--- src/rtl/core/iair_pkg.sv ---
package iair_pkg;

  localparam int DEPTH     = 256;
  localparam int WORD_BITS = 32;
  localparam int READ_BITS = 32;
  localparam int POS_W     = $clog2(DEPTH);
  localparam int LEN_W     = $clog2(DEPTH + 1);
  localparam int ACT_W     = 3;

  localparam logic [ACT_W-1:0] ACT_READ   = 3'd0;
  localparam logic [ACT_W-1:0] ACT_WRITE  = 3'd1;
  localparam logic [ACT_W-1:0] ACT_INSERT = 3'd2;
  localparam logic [ACT_W-1:0] ACT_REMOVE = 3'd3;
  localparam logic [ACT_W-1:0] ACT_RESIZE = 3'd4;

  typedef enum logic [2:0] {
    TOK_NONE,
    TOK_READ,
    TOK_WRITE,
    TOK_INSERT,
    TOK_REMOVE
  } tok_op_t;

  // Command that walks down the row, one cell per cycle.
  typedef struct packed {
    logic                 valid;
    tok_op_t              op;
    logic [LEN_W-1:0]     idx;
    logic [LEN_W-1:0]     cnt;
    logic [WORD_BITS-1:0] data;
  } tok_t;

endpackage

--- src/rtl/core/iair_cell.sv ---
module iair_cell
  import iair_pkg::*;
(
  input  logic                 clk,
  input  logic                 rst_n,
  input  logic [POS_W-1:0]     pos,
  input  tok_t                 tok_in,
  input  logic [WORD_BITS-1:0] next_word,
  output tok_t                 tok_out,
  output logic [WORD_BITS-1:0] word
);

  logic [WORD_BITS-1:0] word_r, word_nxt;
  tok_t                 tok_r, tok_nxt;
  logic [LEN_W-1:0]     here;
  logic                 at_idx;
  logic                 from_idx;

  assign here     = LEN_W'(pos);
  assign at_idx   = (here == tok_in.idx);
  assign from_idx = (here >= tok_in.idx);

  always_comb begin
    word_nxt = word_r;
    tok_nxt  = tok_in;
    if (tok_in.valid) begin
      case (tok_in.op)
        TOK_READ: begin
          if (at_idx) begin
            tok_nxt.data = word_r;
          end
        end
        TOK_WRITE: begin
          if (at_idx) begin
            word_nxt = tok_in.data;
          end
        end
        TOK_INSERT: begin
          // swap: keep the carried word, pass the old one up
          if (from_idx && (here <= tok_in.cnt)) begin
            word_nxt     = tok_in.data;
            tok_nxt.data = word_r;
          end
        end
        TOK_REMOVE: begin
          // right neighbor is not yet touched by this item
          if (from_idx && ((here + LEN_W'(1)) < tok_in.cnt)) begin
            word_nxt = next_word;
          end
        end
        default: begin
        end
      endcase
    end
  end

  always_ff @(posedge clk) begin
    if (!rst_n) begin
      word_r <= '0;
      tok_r  <= '0;
    end else begin
      word_r <= word_nxt;
      tok_r  <= tok_nxt;
    end
  end

  assign tok_out = tok_r;
  assign word    = word_r;

endmodule
--- config.mk ---
export PLATFORM = sky130hd
export DESIGN_NAME = iair_cell
export DESIGN_NICKNAME = d
export VERILOG_FILES = /design/src/rtl/core/iair_pkg.sv /design/src/rtl/core/iair_cell.sv
export SDC_FILE = /design/constraint.sdc
export NUM_CORES = 1
export LEC_CHECK = 0
export ABC_AREA = 1
export ABC_CLOCK_PERIOD_IN_PS = 2650
export BUFFER_PORTS_ARGS = -buffer_cell sky130_fd_sc_hd__buf_4
export CELL_PAD_IN_SITES_DETAIL_PLACEMENT = 0
export CELL_PAD_IN_SITES_GLOBAL_PLACEMENT = 1
export CORE_ASPECT_RATIO = 0.9
export CORE_MARGIN = 2
export CORE_UTILIZATION = 34
export CTS_CLUSTER_SIZE = 14
export DETAILED_ROUTE_END_ITERATION = 10
export PLACE_DENSITY_LB_ADDON = 0.1
export SYNTH_ARGS = -nofsm -noshare
export SYNTH_HDL_FRONTEND = slang
export SYNTH_SLANG_ARGS = --single-unit
--- constraint.sdc ---
create_clock -name clk -period 2.65 [get_ports clk]
set_input_delay 0.1325 -clock clk [delete_from_list [all_inputs] [get_ports clk]]
set_output_delay 0.1325 -clock clk [all_outputs]
set_load 0.02 [all_outputs]
==> flow_metrics.py <==
metrics = {
    "run_status": {
        "outcome": "finished clean",
    },
    "route": {
        "detail_route.wl_per_cell_um": 13.8,
        "routed_wl_um": 16900,
        "dr_total_vias": 5671,
        "drtIter0Drc": 368,
        "vias_per_cell": 4.63,
        "ant_nets": 0,
        "route.detailed.drc": 0,
        "first_pass_iters": 5,
    },
    "worst_setup_path": {
        "crit_required_ps": 2840,
        "path_cells": "dlygate4sd3_1 -> buf_4 -> inv_1 -> ha_1 -> nand2_1 -> nand2_1 -> a21boi_1 -> nand3_1 -> nand2_1 -> nand2_2 -> inv_1 -> nand2_1 -> nand3_1 -> a31oi_1",
        "cpPeakStageDelay_ps": 540,
        "slowest_stage": "dlygate4sd3_1",
        "crit_type": "in -> reg",
        "cp.arrival_ps": 2490,
        "path_max_fanout": 13,
        "start_kind": "input port",
        "end_kind": "register",
        "worst-path-buf-inv": 4,
        "cp_top_family": "buffers and inverters",
        "path_common_cell": "nand2_1",
        "r2r-start": "word[1]$_SDFFE_PN0P_",
        "rrSetupSlack_ps": 1710,
        "reg2reg_to": "tok_out[1]$_SDFF_PN0_",
        "reg2reg_depth": 6,
    },
    "floorplanning": {
        "die_w_um": 136,
        "die_h_um": 123,
        "initial_core_util": 0.347,
        "placementRows": 43,
        "num_io_pins": 182,
        "core_um2": 15300,
        "die_area_um2": 16700,
    },
    "hold_path": {
        "whs_endpoint": "tok_out[49]$_SDFF_PN0_",
        "hp-class": "in -> reg",
        "min_from": "tok_in[49]",
        "holdPathStages": 3,
    },
    "final_layout": {
        "final_util": 0.473,
        "diodes": 0,
        "n_fill_cell": 1628,
        "multiInputGateArea_um2": 2880,
        "nets": 1142,
        "regArea_um2": 1720,
        "drive_gt1_frac": 0.215,
        "area_delta_synth_final_pct": 36.4,
    },
    "placed_design": {
        "gp_congestion": 0.785,
        "dp_hpwl_um": 11600,
        "post-place-ws_ps": 257,
        "io_buffers": 181,
    },
    "global_route": {
        "overflow": 0,
        "grt_pass1_wl_um": 27300,
        "antenna_found_initial": 0,
        "grt_usage": 0.207,
        "grt_pass1_vias": 5272,
        "grt_max_degree": 53,
    },
    "logic_synthesis": {
        "ys_top_cells_by_count": "284 x nand2_1, 121 x inv_1, 86 x dfxtp_1",
        "synthCells": 845,
        "synth_seq_area_share": 0.324,
        "ys_ff_latch": 86,
        "ys_types": 31,
        "synth_nets": 967,
        "yosys.cell_count.top_type": "nand2_1",
        "synth_warnings": 0,
        "synth_edf_count": 0,
        "synth_ff_type": "dfxtp_1",
        "synth_top_area_cell": "dfxtp_1",
        "synth_area_per_cell_um2": 6.29,
        "synth_top_area_share": 0.324,
        "async_flop_share": 0,
        "synth_area_leaders": "dfxtp_1 32%, nand2_1 20%, inv_1 8.5%, ha_1 6.1%, nand3_1 5.6%",
        "synth_area_um2": 5320,
    },
    "power_and_ir_drop": {
        "power.leakage_nw": 3.98,
        "pwr-share-comb": 0.259,
        "pwr-share-seq": 0.404,
        "vdd_drop_max_mv": 0.297,
        "p_sw_frac": 0.313,
        "p_sw_mw": 1.10,
        "clkPwrFrac": 0.336,
        "power_density_nw_per_um2": 484,
        "p_int_mw": 2.41,
    },
    "clock_tree": {
        "cts_setup_buffers": 0,
        "cts_tree": "yes",
        "htree_levels": 3,
        "clockBufferDepth": 2,
        "clk_latency_ps": 350,
        "cts_resized": 0,
        "clkSinkCount": 86,
        "cts_buffers": 9,
        "cts-hold-fix-buffers": 18,
        "root_buffer": "clkbuf_16",
        "path_clk_slew_ps": 60,
    },
    "run": {
        "drv_cap": 0,
    },
    "sta": {
        "maxSlewHeadroom": 0.471,
        "grt_setup_unrepaired": "no",
        "final.min_clock_period_ps": 2300,
        "setup_tns_ps": 0,
        "setup_slack_ps": 346,
        "max_freq_mhz": 434,
        "slew_viol_final": 0,
        "setup_viol_count_final": 0,
        "finalHoldViolCount": 0,
        "finalClockSkew_ps": 8.67,
        "tightest_slew_ps": 792,
        "period_share": 0.869,
    },
}
## cell type report
type,count,area share
clock inverter,2,0.00138
clock buffer,12,0.0340
sequential,86,0.237
timing repair buffer,212,0.231
inverter,124,0.0642
multi-input combinational,587,0.397
tap,202,0.0349
## logic make-up (layout without fill, tap and decap cells)
kind of cell | Yosys count | count (layout) | share of synthesized area
simple gates | 433 | 433 | 0.332
fa+ha+maj | 26 | 26 | 0.0612
xor+xnor | 6 | 6 | 0.00988
buf+inv | 172 | 350 | 0.137
compound gates | 122 | 122 | 0.136
flops | 86 | 86 | 0.324
## state kept, by name, summed over array words and instances (netlist names)
signal   flops
tok_out     54
word        32
## worst register-to-register path: cells and delay by family (launching register included)
family                 cells  cell delay [ps]
DFF                        1              370
AOI/OAI and AO/OA          1              120
buffers and inverters      1               70
and+or+nand+nor            4              290
## metal layers
layer,GRT usage,up-vias,share of wire
li1,-,3001,-
met1,0.290,2482,0.50
met2,0.320,176,0.43
met3,0.0516,12,0.062
met4,0.0488,0,0.010
met5,0,-,0
## stage by stage
| stage | total power, mW | cell area (µm²) | hold slack [ps] | instances |
|---|---|---|---|---|
| 2_1_floorplan | 1.96 | 5320 | 226 | 845 |
| 3_3_place_gp | 2.34 | 6810 | 320 | 1193 |
| 3_5_place_dp | 2.34 | 6810 | 324 | 1193 |
| 4_1_cts | 3.56 | 7250 | 6.76 | 1225 |
| 5_1_grt | 3.72 | 7250 | 26.7 | 1225 |
| 6_report | 3.51 | 7250 | 18.5 | 1225 |
## placed cells by master, fill, tap and decap left out, types with 4 or more instances in the layout
cell | netlist | routed
xor2_1 | 6 | 6
a21oi_1 | 26 | 26
nor2_1 | 74 | 72
o21ai_0 | 47 | 47
o211ai_1 | 32 | 32
clkbuf_16 | 0 | 9
dlygate4sd3_1 | 0 | 18
ha_1 | 26 | 26
nand3_1 | 59 | 59
inv_1 | 121 | 120
dfxtp_1 | 86 | 86
nand4_1 | 4 | 4
a31oi_1 | 13 | 13
buf_4 | 4 | 191
nand2_1 | 284 | 284
## power groups by stage
stage	Clock (mW)	Combinational [mW]	Sequential (mW)
final	1.18	0.911	1.42
after global placement	0	0.895	1.45
after detailed placement	0	0.895	1.45
after global routing	1.27	1.02	1.43
after floorplan	0	0.416	1.54
after CTS	1.22	0.920	1.42
## worst max path at each step
| stage | start | end | slack, ps | depth (start not counted) |
|---|---|---|---|---|
| global route | tok_in[38] | tok_out[17]$_SDFF_PN0_ | 90 | 14 |
| detailed placement | pos[0] | word[13]$_SDFFE_PN0P_ | 260 | 17 |
| finish | tok_in[38] | tok_out[13]$_SDFF_PN0_ | 350 | 14 |
| global placement | pos[0] | word[4]$_SDFFE_PN0P_ | 300 | 17 |
| floorplan | pos[0] | word[0]$_SDFFE_PN0P_ | 590 | 16 |
| CTS | tok_in[38] | tok_out[13]$_SDFF_PN0_ | 310 | 14 |
No activity file was read; power rests on OpenSTA's default activity.
